$ cat config.mk
export PLATFORM = sky130hd
export DESIGN_NAME = lif_neuron_step_core_flat
export DESIGN_NICKNAME = d
export VERILOG_FILES = /design/src/hw/rtl/lif_pkg.sv /design/src/hw/rtl/lif_if.sv /design/src/hw/rtl/lif_cfg.sv /design/src/hw/rtl/lif_mul.sv /design/src/hw/rtl/lif_neuron_step_core.sv /design/src/flat_wrapper.sv
export SDC_FILE = /design/constraint.sdc
export NUM_CORES = 1
export LEC_CHECK = 0
export BUFFER_PORTS_ARGS = -buffer_cell sky130_fd_sc_hd__buf_2
export CAP_MARGIN = 15
export CORE_ASPECT_RATIO = 2
export CORE_MARGIN = 1
export CORE_UTILIZATION = 40
export DETAILED_ROUTE_END_ITERATION = 16
export HOLD_SLACK_MARGIN = 0.05
export PLACE_DENSITY = 0.69
export SKIP_CTS_REPAIR_TIMING = 1
export SYNTH_ARGS = -nofsm -noshare
export SYNTH_HDL_FRONTEND = slang
export SYNTH_SLANG_ARGS = --single-unit
$ cat constraint.sdc
create_clock -name clk -period 5.64 [get_ports clk]
set_input_delay 0.282 -clock clk [delete_from_list [all_inputs] [get_ports clk]]
set_output_delay 0.282 -clock clk [all_outputs]
set_load 0.01 [all_outputs]
$ cat src/hw/rtl/lif_pkg.sv
// Shared package for the leaky integrate-and-fire neuron step core.
// Holds field widths, register codes, reset values, FSM states and
// the structs passed between the config, multiplier and core modules.
`timescale 1ns / 1ps
`default_nettype none

package lif_pkg;

  // Field widths
  localparam int V_W        = 16;            // Q8.8 voltage
  localparam int ACC_W      = 24;            // Q16.8 current
  localparam int COEF_W     = 16;            // Q0.16 coefficients
  localparam int REFR_W     = 8;             // refractory tick count
  localparam int CFG_IDX_W  = 3;
  localparam int CFG_DATA_W = 16;

  // Serial multiplier: signed multiplicand times unsigned Q0.16 coefficient
  localparam int MUL_A_W    = 26;            // holds v_inf - V
  localparam int MUL_HI_W   = MUL_A_W + 1;
  localparam int MUL_P_W    = MUL_HI_W + COEF_W;
  localparam int MUL_CNT_W  = $clog2(COEF_W + 1);
  localparam int STEP_W     = MUL_P_W - COEF_W;   // product rounded to Q19.8
  localparam int VSUM_W     = STEP_W + 1;

  // Register reset values
  localparam logic [COEF_W-1:0]       RST_DT_OVER_TAU   = 16'd8738;
  localparam logic [COEF_W-1:0]       RST_RESISTANCE    = 16'd3277;
  localparam logic signed [V_W-1:0]   RST_V_REST        = -16'sd17920;
  localparam logic signed [V_W-1:0]   RST_V_AFTER_SPIKE = -16'sd19200;
  localparam logic signed [V_W-1:0]   RST_V_THRESHOLD   = -16'sd12800;
  localparam logic [REFR_W-1:0]       RST_REFR_TICKS    = 8'd2;
  localparam logic signed [V_W-1:0]   RST_V_INITIAL     = -16'sd17920;

  // Accumulator and membrane saturation limits
  localparam logic signed [ACC_W-1:0] ACC_MAX = {1'b0, {(ACC_W-1){1'b1}}};
  localparam logic signed [ACC_W-1:0] ACC_MIN = {1'b1, {(ACC_W-1){1'b0}}};
  localparam logic signed [V_W-1:0]   V_MAX   = {1'b0, {(V_W-1){1'b1}}};
  localparam logic signed [V_W-1:0]   V_MIN   = {1'b1, {(V_W-1){1'b0}}};

  // Configuration register codes
  typedef enum logic [CFG_IDX_W-1:0] {
    CFG_DT_OVER_TAU   = 3'd0,
    CFG_RESISTANCE    = 3'd1,
    CFG_V_REST        = 3'd2,
    CFG_V_AFTER_SPIKE = 3'd3,
    CFG_V_THRESHOLD   = 3'd4,
    CFG_REFR_TICKS    = 3'd5,
    CFG_V_INITIAL     = 3'd6
  } lif_cfg_idx_t;

  // Request codes
  typedef enum logic {
    REQ_INJECT = 1'b0,
    REQ_TICK   = 1'b1
  } lif_req_t;

  // Core sequencer states
  typedef enum logic [2:0] {
    ST_IDLE,
    ST_MUL_RI,
    ST_DIFF,
    ST_MUL_STEP,
    ST_FIN,
    ST_EMIT
  } lif_state_t;

  // Configuration view handed to the core
  typedef struct packed {
    logic [COEF_W-1:0]       dt_over_tau;
    logic [COEF_W-1:0]       resistance;
    logic signed [V_W-1:0]   v_rest;
    logic signed [V_W-1:0]   v_after_spike;
    logic signed [V_W-1:0]   v_threshold;
    logic [REFR_W-1:0]       refractory_ticks;
    logic                    vinit_load;
    logic signed [V_W-1:0]   vinit_value;
  } lif_cfg_t;

  // Multiplier request and response
  typedef struct packed {
    logic                      start;
    logic signed [MUL_A_W-1:0] mcand;
    logic [COEF_W-1:0]         mplier;
  } lif_mul_req_t;

  typedef struct packed {
    logic                      done;
    logic signed [MUL_P_W-1:0] prod;
  } lif_mul_rsp_t;

endpackage

`default_nettype wire

$ cat src/hw/rtl/lif_if.sv
// Valid/ready channel interfaces for the neuron step core.
// Depends on lif_pkg for field widths.
`timescale 1ns / 1ps
`default_nettype none

interface lif_in_if;
  logic                            valid;
  logic                            ready;
  logic                            req_type;
  logic signed [lif_pkg::ACC_W-1:0] current_in;

  modport source (output valid, output req_type, output current_in, input ready);
  modport sink   (input valid, input req_type, input current_in, output ready);
endinterface

interface lif_out_if;
  logic                           valid;
  logic                           ready;
  logic                           spike;
  logic signed [lif_pkg::V_W-1:0] membrane;
  logic                           in_refractory;

  modport source (output valid, output spike, output membrane, output in_refractory,
                  input ready);
  modport sink   (input valid, input spike, input membrane, input in_refractory,
                  output ready);
endinterface

`default_nettype wire

$ cat src/hw/rtl/lif_cfg.sv
// Configuration register file for the neuron step core.
// Depends on lif_pkg; presents the registers as one lif_cfg_t struct.
`timescale 1ns / 1ps
`default_nettype none

module lif_cfg (
  input  wire logic                             clk,
  input  wire logic                             rst_n,
  input  wire logic                             cfg_we,
  input  wire logic [lif_pkg::CFG_IDX_W-1:0]    cfg_index,
  input  wire logic [lif_pkg::CFG_DATA_W-1:0]   cfg_wdata,
  output lif_pkg::lif_cfg_t                     cfg
);

  logic [lif_pkg::COEF_W-1:0]     dt_r, dt_nxt;
  logic [lif_pkg::COEF_W-1:0]     res_r, res_nxt;
  logic signed [lif_pkg::V_W-1:0] v_rest_r, v_rest_nxt;
  logic signed [lif_pkg::V_W-1:0] v_after_r, v_after_nxt;
  logic signed [lif_pkg::V_W-1:0] v_thr_r, v_thr_nxt;
  logic [lif_pkg::REFR_W-1:0]     refr_r, refr_nxt;
  logic                           vinit_load;

  // Decode a write
  always_comb begin
    dt_nxt      = dt_r;
    res_nxt     = res_r;
    v_rest_nxt  = v_rest_r;
    v_after_nxt = v_after_r;
    v_thr_nxt   = v_thr_r;
    refr_nxt    = refr_r;
    vinit_load  = 1'b0;
    if (cfg_we) begin
      unique case (lif_pkg::lif_cfg_idx_t'(cfg_index))
        lif_pkg::CFG_DT_OVER_TAU:   dt_nxt      = cfg_wdata[lif_pkg::COEF_W-1:0];
        lif_pkg::CFG_RESISTANCE:    res_nxt     = cfg_wdata[lif_pkg::COEF_W-1:0];
        lif_pkg::CFG_V_REST:        v_rest_nxt  = $signed(cfg_wdata[lif_pkg::V_W-1:0]);
        lif_pkg::CFG_V_AFTER_SPIKE: v_after_nxt = $signed(cfg_wdata[lif_pkg::V_W-1:0]);
        lif_pkg::CFG_V_THRESHOLD:   v_thr_nxt   = $signed(cfg_wdata[lif_pkg::V_W-1:0]);
        lif_pkg::CFG_REFR_TICKS:    refr_nxt    = cfg_wdata[lif_pkg::REFR_W-1:0];
        lif_pkg::CFG_V_INITIAL:     vinit_load  = 1'b1;
        default:                    vinit_load  = 1'b0;   // unmapped index: drop
      endcase
    end
  end

  // Hold the registers
  always_ff @(posedge clk) begin
    if (!rst_n) begin
      dt_r      <= lif_pkg::RST_DT_OVER_TAU;
      res_r     <= lif_pkg::RST_RESISTANCE;
      v_rest_r  <= lif_pkg::RST_V_REST;
      v_after_r <= lif_pkg::RST_V_AFTER_SPIKE;
      v_thr_r   <= lif_pkg::RST_V_THRESHOLD;
      refr_r    <= lif_pkg::RST_REFR_TICKS;
    end else begin
      dt_r      <= dt_nxt;
      res_r     <= res_nxt;
      v_rest_r  <= v_rest_nxt;
      v_after_r <= v_after_nxt;
      v_thr_r   <= v_thr_nxt;
      refr_r    <= refr_nxt;
    end
  end

  // The initial membrane value goes straight to the core on its write
  always_comb begin
    cfg.dt_over_tau      = dt_r;
    cfg.resistance       = res_r;
    cfg.v_rest           = v_rest_r;
    cfg.v_after_spike    = v_after_r;
    cfg.v_threshold      = v_thr_r;
    cfg.refractory_ticks = refr_r;
    cfg.vinit_load       = vinit_load;
    cfg.vinit_value      = $signed(cfg_wdata[lif_pkg::V_W-1:0]);
  end

endmodule

`default_nettype wire

$ cat src/hw/rtl/lif_mul.sv
// Bit-serial shift-add multiplier: signed multiplicand times unsigned
// Q0.16 coefficient, one coefficient bit per cycle. Depends on lif_pkg.
`timescale 1ns / 1ps
`default_nettype none

module lif_mul (
  input  wire logic          clk,
  input  wire logic          rst_n,
  input  wire lif_pkg::lif_mul_req_t req,
  output lif_pkg::lif_mul_rsp_t rsp
);

  logic signed [lif_pkg::MUL_A_W-1:0]  mcand_r;
  logic [lif_pkg::MUL_HI_W-1:0]        hi_r, hi_nxt;
  logic [lif_pkg::COEF_W-1:0]          lo_r, lo_nxt;
  logic [lif_pkg::MUL_CNT_W-1:0]       cnt_r;
  logic                                done_r;
  logic [lif_pkg::MUL_HI_W-1:0]        addend;
  logic [lif_pkg::MUL_HI_W:0]          sum;

  // One shift-add step: add the multiplicand on a set bit, shift right
  always_comb begin
    addend = lo_r[0] ? {mcand_r[lif_pkg::MUL_A_W-1], mcand_r} : '0;
    sum    = {hi_r[lif_pkg::MUL_HI_W-1], hi_r} + {addend[lif_pkg::MUL_HI_W-1], addend};
    hi_nxt = sum[lif_pkg::MUL_HI_W:1];
    lo_nxt = {sum[0], lo_r[lif_pkg::COEF_W-1:1]};
  end

  // Sequence control
  always_ff @(posedge clk) begin
    if (!rst_n) begin
      cnt_r  <= '0;
      done_r <= 1'b0;
    end else if (req.start) begin
      cnt_r  <= lif_pkg::MUL_CNT_W'(lif_pkg::COEF_W);
      done_r <= 1'b0;
    end else begin
      if (cnt_r != '0) cnt_r <= cnt_r - lif_pkg::MUL_CNT_W'(1);
      done_r <= (cnt_r == lif_pkg::MUL_CNT_W'(1));
    end
  end

  // Operand and partial product shift registers
  always_ff @(posedge clk) begin
    if (req.start) begin
      mcand_r <= req.mcand;
      hi_r    <= '0;
      lo_r    <= req.mplier;
    end else if (cnt_r != '0) begin
      hi_r <= hi_nxt;
      lo_r <= lo_nxt;
    end
  end

  always_comb begin
    rsp.done = done_r;
    rsp.prod = $signed({hi_r, lo_r});
  end

endmodule

`default_nettype wire

$ cat src/hw/rtl/lif_neuron_step_core.sv
// Top level of the leaky integrate-and-fire neuron step core.
// Depends on lif_pkg, lif_if, lif_cfg and lif_mul.
//
//  channel   direction  handshake          payload
//  in_ch     sink       valid/ready        req_type, current_in
//  out_ch    source     valid/ready        spike, membrane, in_refractory
//  cfg_*     input      cfg_we only        cfg_index, cfg_wdata
//
// An inject is added, saturating, to the accumulator on its transfer. A refractory
// tick goes straight to ST_EMIT, which loads the output register. An integrating
// tick makes two passes of the bit-serial multiplier (R*I, then the leak step)
// plus the steps of product capture, restart, clamp and output load. One item
// is in work at a time; the next is taken the cycle after that load, and a
// finished tick waits in its last state while the output register is still full.
// Reset (rst_n low, synchronous) loads the register defaults and v_initial.
`timescale 1ns / 1ps
`default_nettype none

module lif_neuron_step_core (
  input  wire logic                           clk,
  input  wire logic                           rst_n,
  lif_in_if.sink                              in_ch,
  lif_out_if.source                           out_ch,
  input  wire logic                           cfg_we,
  input  wire logic [lif_pkg::CFG_IDX_W-1:0]  cfg_index,
  input  wire logic [lif_pkg::CFG_DATA_W-1:0] cfg_wdata
);

  lif_pkg::lif_cfg_t      cfg;
  lif_pkg::lif_mul_req_t  mul_req;
  lif_pkg::lif_mul_rsp_t  mul_rsp;
  lif_pkg::lif_state_t    state_r, state_nxt;

  logic signed [lif_pkg::V_W-1:0]     membrane_v_r;
  logic signed [lif_pkg::ACC_W-1:0]   acc_r;
  logic [lif_pkg::REFR_W-1:0]         refr_left_r;
  logic                               spike_pend_r;
  logic signed [lif_pkg::ACC_W-1:0]   ri_r;
  logic signed [lif_pkg::STEP_W-1:0]  step_r;

  logic                               out_valid_r;
  logic                               out_spike_r;
  logic signed [lif_pkg::V_W-1:0]     out_membrane_r;
  logic                               out_refr_r;

  logic                               in_xfer;
  logic                               is_tick;
  logic                               refr_busy;
  logic                               emit_go;
  logic [lif_pkg::ACC_W:0]            inj_sum;
  logic signed [lif_pkg::ACC_W-1:0]   inj_sat;
  logic [lif_pkg::STEP_W-1:0]         prod_rnd;
  logic [lif_pkg::MUL_A_W-1:0]        diff;
  logic [lif_pkg::VSUM_W-1:0]         v_sum;
  logic signed [lif_pkg::V_W-1:0]     v_clamp;
  logic                               fire;

  lif_cfg u_cfg (
    .clk       (clk),
    .rst_n     (rst_n),
    .cfg_we    (cfg_we),
    .cfg_index (cfg_index),
    .cfg_wdata (cfg_wdata),
    .cfg       (cfg)
  );

  lif_mul u_mul (
    .clk   (clk),
    .rst_n (rst_n),
    .req   (mul_req),
    .rsp   (mul_rsp)
  );

  // Saturating accumulate for inject items
  always_comb begin
    inj_sum = {acc_r[lif_pkg::ACC_W-1], acc_r}
            + {in_ch.current_in[lif_pkg::ACC_W-1], in_ch.current_in};
    if (inj_sum[lif_pkg::ACC_W] != inj_sum[lif_pkg::ACC_W-1]) begin
      inj_sat = inj_sum[lif_pkg::ACC_W] ? lif_pkg::ACC_MIN : lif_pkg::ACC_MAX;
    end else begin
      inj_sat = $signed(inj_sum[lif_pkg::ACC_W-1:0]);
    end
  end

  // Round a Q19.24 product to Q19.8, half up
  always_comb begin
    prod_rnd = mul_rsp.prod[lif_pkg::MUL_P_W-1:lif_pkg::COEF_W]
             + lif_pkg::STEP_W'(mul_rsp.prod[lif_pkg::COEF_W-1]);
  end

  // v_inf - V, the multiplicand of the leak step
  always_comb begin
    diff = {{(lif_pkg::MUL_A_W-lif_pkg::V_W){cfg.v_rest[lif_pkg::V_W-1]}}, cfg.v_rest}
         + {{(lif_pkg::MUL_A_W-lif_pkg::ACC_W){ri_r[lif_pkg::ACC_W-1]}}, ri_r}
         - {{(lif_pkg::MUL_A_W-lif_pkg::V_W){membrane_v_r[lif_pkg::V_W-1]}}, membrane_v_r};
  end

  // New membrane: add the step, clamp to 16 bits, test the threshold
  always_comb begin
    v_sum = {step_r[lif_pkg::STEP_W-1], step_r}
          + {{(lif_pkg::VSUM_W-lif_pkg::V_W){membrane_v_r[lif_pkg::V_W-1]}}, membrane_v_r};
    if (!v_sum[lif_pkg::VSUM_W-1] &&
        (v_sum[lif_pkg::VSUM_W-2:lif_pkg::V_W-1] != '0)) begin
      v_clamp = lif_pkg::V_MAX;
    end else if (v_sum[lif_pkg::VSUM_W-1] &&
                 (v_sum[lif_pkg::VSUM_W-2:lif_pkg::V_W-1] != '1)) begin
      v_clamp = lif_pkg::V_MIN;
    end else begin
      v_clamp = $signed(v_sum[lif_pkg::V_W-1:0]);
    end
    fire = (v_clamp >= cfg.v_threshold);
  end

  // Next state
  always_comb begin
    state_nxt = state_r;
    unique case (state_r)
      lif_pkg::ST_IDLE: begin
        if (in_xfer && is_tick) begin
          state_nxt = refr_busy ? lif_pkg::ST_EMIT : lif_pkg::ST_MUL_RI;
        end
      end
      lif_pkg::ST_MUL_RI:   if (mul_rsp.done) state_nxt = lif_pkg::ST_DIFF;
      lif_pkg::ST_DIFF:     state_nxt = lif_pkg::ST_MUL_STEP;
      lif_pkg::ST_MUL_STEP: if (mul_rsp.done) state_nxt = lif_pkg::ST_FIN;
      lif_pkg::ST_FIN:      state_nxt = lif_pkg::ST_EMIT;
      lif_pkg::ST_EMIT:     if (emit_go) state_nxt = lif_pkg::ST_IDLE;
      default:              state_nxt = lif_pkg::ST_IDLE;
    endcase
  end

  // Control outputs
  always_comb begin
    in_ch.ready = (state_r == lif_pkg::ST_IDLE);
    in_xfer     = in_ch.valid && in_ch.ready;
    is_tick     = (lif_pkg::lif_req_t'(in_ch.req_type) == lif_pkg::REQ_TICK);
    refr_busy   = (refr_left_r != '0);
    emit_go     = (state_r == lif_pkg::ST_EMIT) && (!out_valid_r || out_ch.ready);

    mul_req.start  = (in_xfer && is_tick && !refr_busy) || (state_r == lif_pkg::ST_DIFF);
    if (state_r == lif_pkg::ST_DIFF) begin
      mul_req.mcand  = $signed(diff);
      mul_req.mplier = cfg.dt_over_tau;
    end else begin
      mul_req.mcand  = {{(lif_pkg::MUL_A_W-lif_pkg::ACC_W){acc_r[lif_pkg::ACC_W-1]}}, acc_r};
      mul_req.mplier = cfg.resistance;
    end
  end

  always_ff @(posedge clk) begin
    if (!rst_n) state_r <= lif_pkg::ST_IDLE;
    else        state_r <= state_nxt;
  end

  // Neuron state
  always_ff @(posedge clk) begin
    if (!rst_n) begin
      membrane_v_r <= lif_pkg::RST_V_INITIAL;
      acc_r        <= '0;
      refr_left_r  <= '0;
      spike_pend_r <= 1'b0;
    end else begin
      if (cfg.vinit_load) membrane_v_r <= cfg.vinit_value;
      if (in_xfer) begin
        if (is_tick) begin
          acc_r        <= '0;
          spike_pend_r <= 1'b0;
          if (refr_busy) begin
            refr_left_r  <= refr_left_r - lif_pkg::REFR_W'(1);
            membrane_v_r <= cfg.v_after_spike;
          end
        end else begin
          acc_r <= inj_sat;
        end
      end
      if (state_r == lif_pkg::ST_FIN) begin
        if (fire) begin
          spike_pend_r <= 1'b1;
          membrane_v_r <= cfg.v_after_spike;
          refr_left_r  <= cfg.refractory_ticks;
        end else begin
          membrane_v_r <= v_clamp;
        end
      end
    end
  end

  // Capture the rounded products
  always_ff @(posedge clk) begin
    if ((state_r == lif_pkg::ST_MUL_RI) && mul_rsp.done) begin
      ri_r <= $signed(prod_rnd[lif_pkg::ACC_W-1:0]);
    end
    if ((state_r == lif_pkg::ST_MUL_STEP) && mul_rsp.done) begin
      step_r <= $signed(prod_rnd);
    end
  end

  // Output register: load on emit, drop after the transfer
  always_ff @(posedge clk) begin
    if (!rst_n) begin
      out_valid_r <= 1'b0;
    end else if (emit_go) begin
      out_valid_r <= 1'b1;
    end else if (out_ch.ready) begin
      out_valid_r <= 1'b0;
    end
  end

  always_ff @(posedge clk) begin
    if (emit_go) begin
      out_spike_r    <= spike_pend_r;
      out_membrane_r <= membrane_v_r;
      out_refr_r     <= refr_busy;
    end
  end

  always_comb begin
    out_ch.valid         = out_valid_r;
    out_ch.spike         = out_spike_r;
    out_ch.membrane      = out_membrane_r;
    out_ch.in_refractory = out_refr_r;
  end

endmodule

`default_nettype wire

$ cat src/flat_wrapper.sv
// flat-port wrapper written by rule: the top's interface ports become plain ports
module lif_neuron_step_core_flat 
  (clk, rst_n, cfg_we, cfg_index, cfg_wdata, in_ch_valid, in_ch_req_type, in_ch_current_in, in_ch_ready, out_ch_valid, out_ch_spike, out_ch_membrane, out_ch_in_refractory, out_ch_ready);
  lif_in_if in_ch_i ();
  lif_out_if out_ch_i ();
  input  wire logic clk;
  input  wire logic rst_n;
  input  wire logic cfg_we;
  input  wire logic [lif_pkg::CFG_IDX_W-1:0] cfg_index;
  input  wire logic [lif_pkg::CFG_DATA_W-1:0] cfg_wdata;
  input wire logic [$bits(in_ch_i.valid)-1:0] in_ch_valid;
  input wire logic [$bits(in_ch_i.req_type)-1:0] in_ch_req_type;
  input wire logic [$bits(in_ch_i.current_in)-1:0] in_ch_current_in;
  output wire logic [$bits(in_ch_i.ready)-1:0] in_ch_ready;
  output wire logic [$bits(out_ch_i.valid)-1:0] out_ch_valid;
  output wire logic [$bits(out_ch_i.spike)-1:0] out_ch_spike;
  output wire logic [$bits(out_ch_i.membrane)-1:0] out_ch_membrane;
  output wire logic [$bits(out_ch_i.in_refractory)-1:0] out_ch_in_refractory;
  input wire logic [$bits(out_ch_i.ready)-1:0] out_ch_ready;
  assign in_ch_i.valid = in_ch_valid;
  assign in_ch_i.req_type = in_ch_req_type;
  assign in_ch_i.current_in = in_ch_current_in;
  assign in_ch_ready = in_ch_i.ready;
  assign out_ch_valid = out_ch_i.valid;
  assign out_ch_spike = out_ch_i.spike;
  assign out_ch_membrane = out_ch_i.membrane;
  assign out_ch_in_refractory = out_ch_i.in_refractory;
  assign out_ch_i.ready = out_ch_ready;
  lif_neuron_step_core u_core (.clk(clk), .rst_n(rst_n), .in_ch(in_ch_i), .out_ch(out_ch_i), .cfg_we(cfg_we), .cfg_index(cfg_index), .cfg_wdata(cfg_wdata));
endmodule
==> impl_summary.log <==
INFO  metric syn2layout_area_growth = 16.21%
INFO  metric core = 43650 µm²
INFO  metric count_of_flip_flops_with_a_built_in_enable_after_synthesis = 111
INFO  metric routed_wl = 54930 µm
INFO  metric die_height = 299.9 µm
INFO  metric ioPinCount = 69
INFO  metric finalHoldWorstSlack = 0.05983 ns
INFO  metric fp-row-count = 108
INFO  metric max_capacitance_violation_count = 0
INFO  metric fp.dieArea = 45280 µm²
INFO  metric syn_area_per_cell = 8.434 µm²
INFO  metric number_of_pins_with_negative_max_slew_slack_in_the_final_report = 0
INFO  metric detail_route.iter0.violations = 1016
INFO  metric post-dp-hpwl = 42930 µm
INFO  metric syn-instance-count = 2105
INFO  metric buffer_cell_driving_the_clock_tree_root = clkbuf_16
INFO  metric synth_top_cells_by_area = dfxtp_1 20%, edfxtp_1 19%, ha_1 9.0%, nand2_1 8.5%, a21oi_1 5.8%
INFO  metric first_global_vias = 15662
INFO  metric power.total = 10.81 mW
INFO  metric unrepaired_setup_endpoints_after_global_routing = yes
INFO  metric critPathBufInv = 5
INFO  metric cp_slowest_stage_delay = 0.54 ns
INFO  metric clock_tree_from_tritoncts = yes
INFO  metric yosys.area_share.xor_xnor = 5.624%
INFO  metric max_freq = 0.1779 GHz
INFO  metric synth_adder_area_share = 12.00%
INFO  metric timing.final.crit_period = 5.622 ns
INFO  metric min-delay-path-class = in2reg
INFO  metric numPortBuffers = 68
INFO  metric seq_area_frac_synth = 38.40%
INFO  metric timing.critical_path.fanout_max = 6
INFO  metric required_time_of_the_worst_setup_path = 6.06 ns
INFO  metric synthesis.yosys.warnings = 0
INFO  metric synthTopCellsByCount = 404 x nand2_1, 204 x a21oi_1, 174 x dfxtp_1
INFO  metric ant_nets = 0
INFO  metric global_route.overflow_total = 0
INFO  metric power.static_leakage = 8.756 nW
INFO  metric via_count = 15555
INFO  metric first_pass_iters = 5
INFO  metric yosys.cell_types.count = 74
INFO  metric final_nets = 2434
INFO  metric post-synth-top-area-cell = dfxtp_1
INFO  metric n_antenna_cell = 0
INFO  metric drcViolationCount = 0
INFO  metric clkSinkCount = 285
INFO  metric grt_first_pass_wirelength = 84020 µm
INFO  metric initial_antenna_violation_count = 3
INFO  metric final.fill_count = 4177
INFO  metric htreeDepth = 1
INFO  metric relative_max_transition_margin = 37.52%
INFO  metric clkSlewWorstSetupHoldPaths = 0.07 ns
INFO  metric dieWidth = 151.0 µm
INFO  metric routed_wire_length_per_instance = 19.60 µm
INFO  metric path_delay_family = compound AO/OA/AOI/OAI gates
INFO  metric ctsLongestPathBuffers = 3
INFO  metric post_drt_via_cell_ratio = 5.551
INFO  metric finClkSkew = 0.01559 ns
INFO  metric worstSetupEndpointType = flip-flop
INFO  metric synth_async_sr_flop_share = 0%
INFO  metric run_status = finished clean
INFO  metric initial_core_util = 40.67%
INFO  metric post-synth-top-count-cell = nand2_1
INFO  metric synth_area_in_simple_gates = 20.03%
INFO  metric mappedNetlistNets = 2308
INFO  metric finalWeightedCongestion = 0.9803
INFO  metric synth_top_cell_area_share = 19.62%
INFO  metric final_layout_size_suffix_gt1_share = 12.74%
INFO  metric worstPathArrival = 6.05 ns
INFO  metric area_fraction_in_compound_gates_after_synthesis = 18.00%
INFO  metric ir_worst_vdd = 0.2075 mV
INFO  metric post_synthesis_register_bit_count = 285
INFO  metric clk_latency = 0.58 ns
INFO  metric power.density_cell_area = 524.1 nW/µm²
INFO  metric grt_start_max_net_pins = 53
INFO  metric mappedNetlistArea = 17750 µm²
INFO  metric setup_viol = 0
INFO  metric grt.total_usage = 24.40%
INFO  metric timing.final.crit_share = 99.69%
INFO  metric critPathKind = reg2reg
INFO  metric dominant_combinational_cell_family_by_area_after_synthesis = simple AND/OR/NAND/NOR gates
INFO  metric max_slew.worst_pin.slew = 0.9338 ns
INFO  metric critPathSlowestCell = or4_4
INFO  metric worst_setup_path_start_kind = flip-flop
INFO  metric post_synth_mux_area_share = 1.128%
INFO  metric cts_made_buffers = 27
INFO  metric dominantRegCellSynth = dfxtp_1
INFO  metric hold_viol = 0
[cells in the final DEF, fill, tap and decap left out, types with 12 or more instances in the layout]
master,synthesis,routed
o21ai_0,118,104
buf_4,0,101
ha_1,127,117
nor3_1,31,30
a211oi_1,18,16
and3_1,26,25
a21o_1,38,38
a31oi_1,25,24
nand4_1,15,15
clkbuf_16,0,33
xnor2_1,75,75
fa_1,27,26
buf_2,7,68
nor2_1,125,120
mux2i_1,20,20
nand2_1,404,399
and2_1,32,32
o211ai_1,17,17
a21oi_1,204,200
edfxtp_1,111,111
o21ai_1,3,12
xor2_1,39,38
o21bai_1,19,19
nand3_1,67,67
inv_1,142,141
nor2b_1,29,29
nand2b_1,19,19
dfxtp_1,174,173
[metal layers]
layer  part of all wire (%)  GRT usage, %
met5                  0.022             0
met4                    8.8         18.21
met3                    4.5         3.323
met2                     53         46.69
met1                     33         22.73
[path summary, 6_finish.rpt]
path                                                end           startpoint  depth (start not counted)  slack, ns
worst min register to register      u_core.out_ch.spike  u_core.spike_pend_r                          0       0.45
worst min-delay path              u_core.u_cfg.dt_r[12]        cfg_wdata[12]                          3       0.06
worst max-delay path            u_core.membrane_v_r[15]     u_core.step_r[0]                         25       0.02
worst max register to register  u_core.membrane_v_r[15]     u_core.step_r[0]                         25       0.02
[registers in the layout, indices dropped and copies added, names as in the netlist, 3 cells and up]
signal and count:
u_core.ri_r 24, u_core.step_r 27, u_core.u_cfg.v_rest_r 16, u_core.u_cfg.dt_r 16, u_core.u_cfg.v_after_r 16, u_core.u_mul.mcand_r 26, u_core.u_cfg.v_thr_r 16, u_core.refr_left_r 8
u_core.state_r 3, u_core.u_mul.hi_r 27, u_core.acc_r 24, u_core.u_cfg.refr_r 8, u_core.membrane_v_r 16, u_core.u_cfg.res_r 16, u_core.out_ch.membrane 16, u_core.u_mul.lo_r 16
u_core.u_mul.cnt_r 5
[cell type report]
type	instances	area, µm²	share of cell area, %
Sequential cell	285	6818	33.05
Clock buffer	38	843.3	4.088
Multi-Input combinational cell	1596	10350	50.18
Timing Repair Buffer	178	1219	5.907
Clock inverter	12	173.9	0.8430
Tap cell	550	688.2	3.336
Inverter	143	536.8	2.602
[worst register-to-register path, delay by kind of cell (launching register included)]
family          cells  cell delay [ns]
compound gates     11             2.49
xor+xnor            1             0.20
flops               1             0.43
fa+ha+maj           3             0.76
buf+inv             5             0.67
simple gates        5             0.89
[through the flow]
step                setup slack [ns]  cell area [µm²]  util [%]  std cells  setup TNS [ns]
floorplan                    0.02888            17750         -       2105               0
global placement             -0.4358            19250     44.10       2743          -6.166
detailed placement           -0.4746            19250     44.10       2743          -6.296
CTS                          -0.5326            20270     46.43       2793          -7.495
global route                 -0.1107            20630     47.27       2802         -0.4642
finish                       0.01755            20630     47.27       2802               0
[power by group]
group          internal (mW)  switching (mW)  total [mW]
Clock                   1.20           0.871        2.07
Combinational           2.32            3.43        5.74
Sequential              2.67           0.327        2.99
Total                   6.19            4.63        10.8
[kinds of logic after synthesis]
group / count (synthesis)
XOR/XNOR: 114
AND/OR/NAND/NOR: 789
AO/OA/AOI/OAI: 519
adder cells (fa/ha/maj): 154
buffers and inverters: 224
multiplexers: 20
flip-flops: 285
No activity file was read; power rests on OpenSTA's default activity.
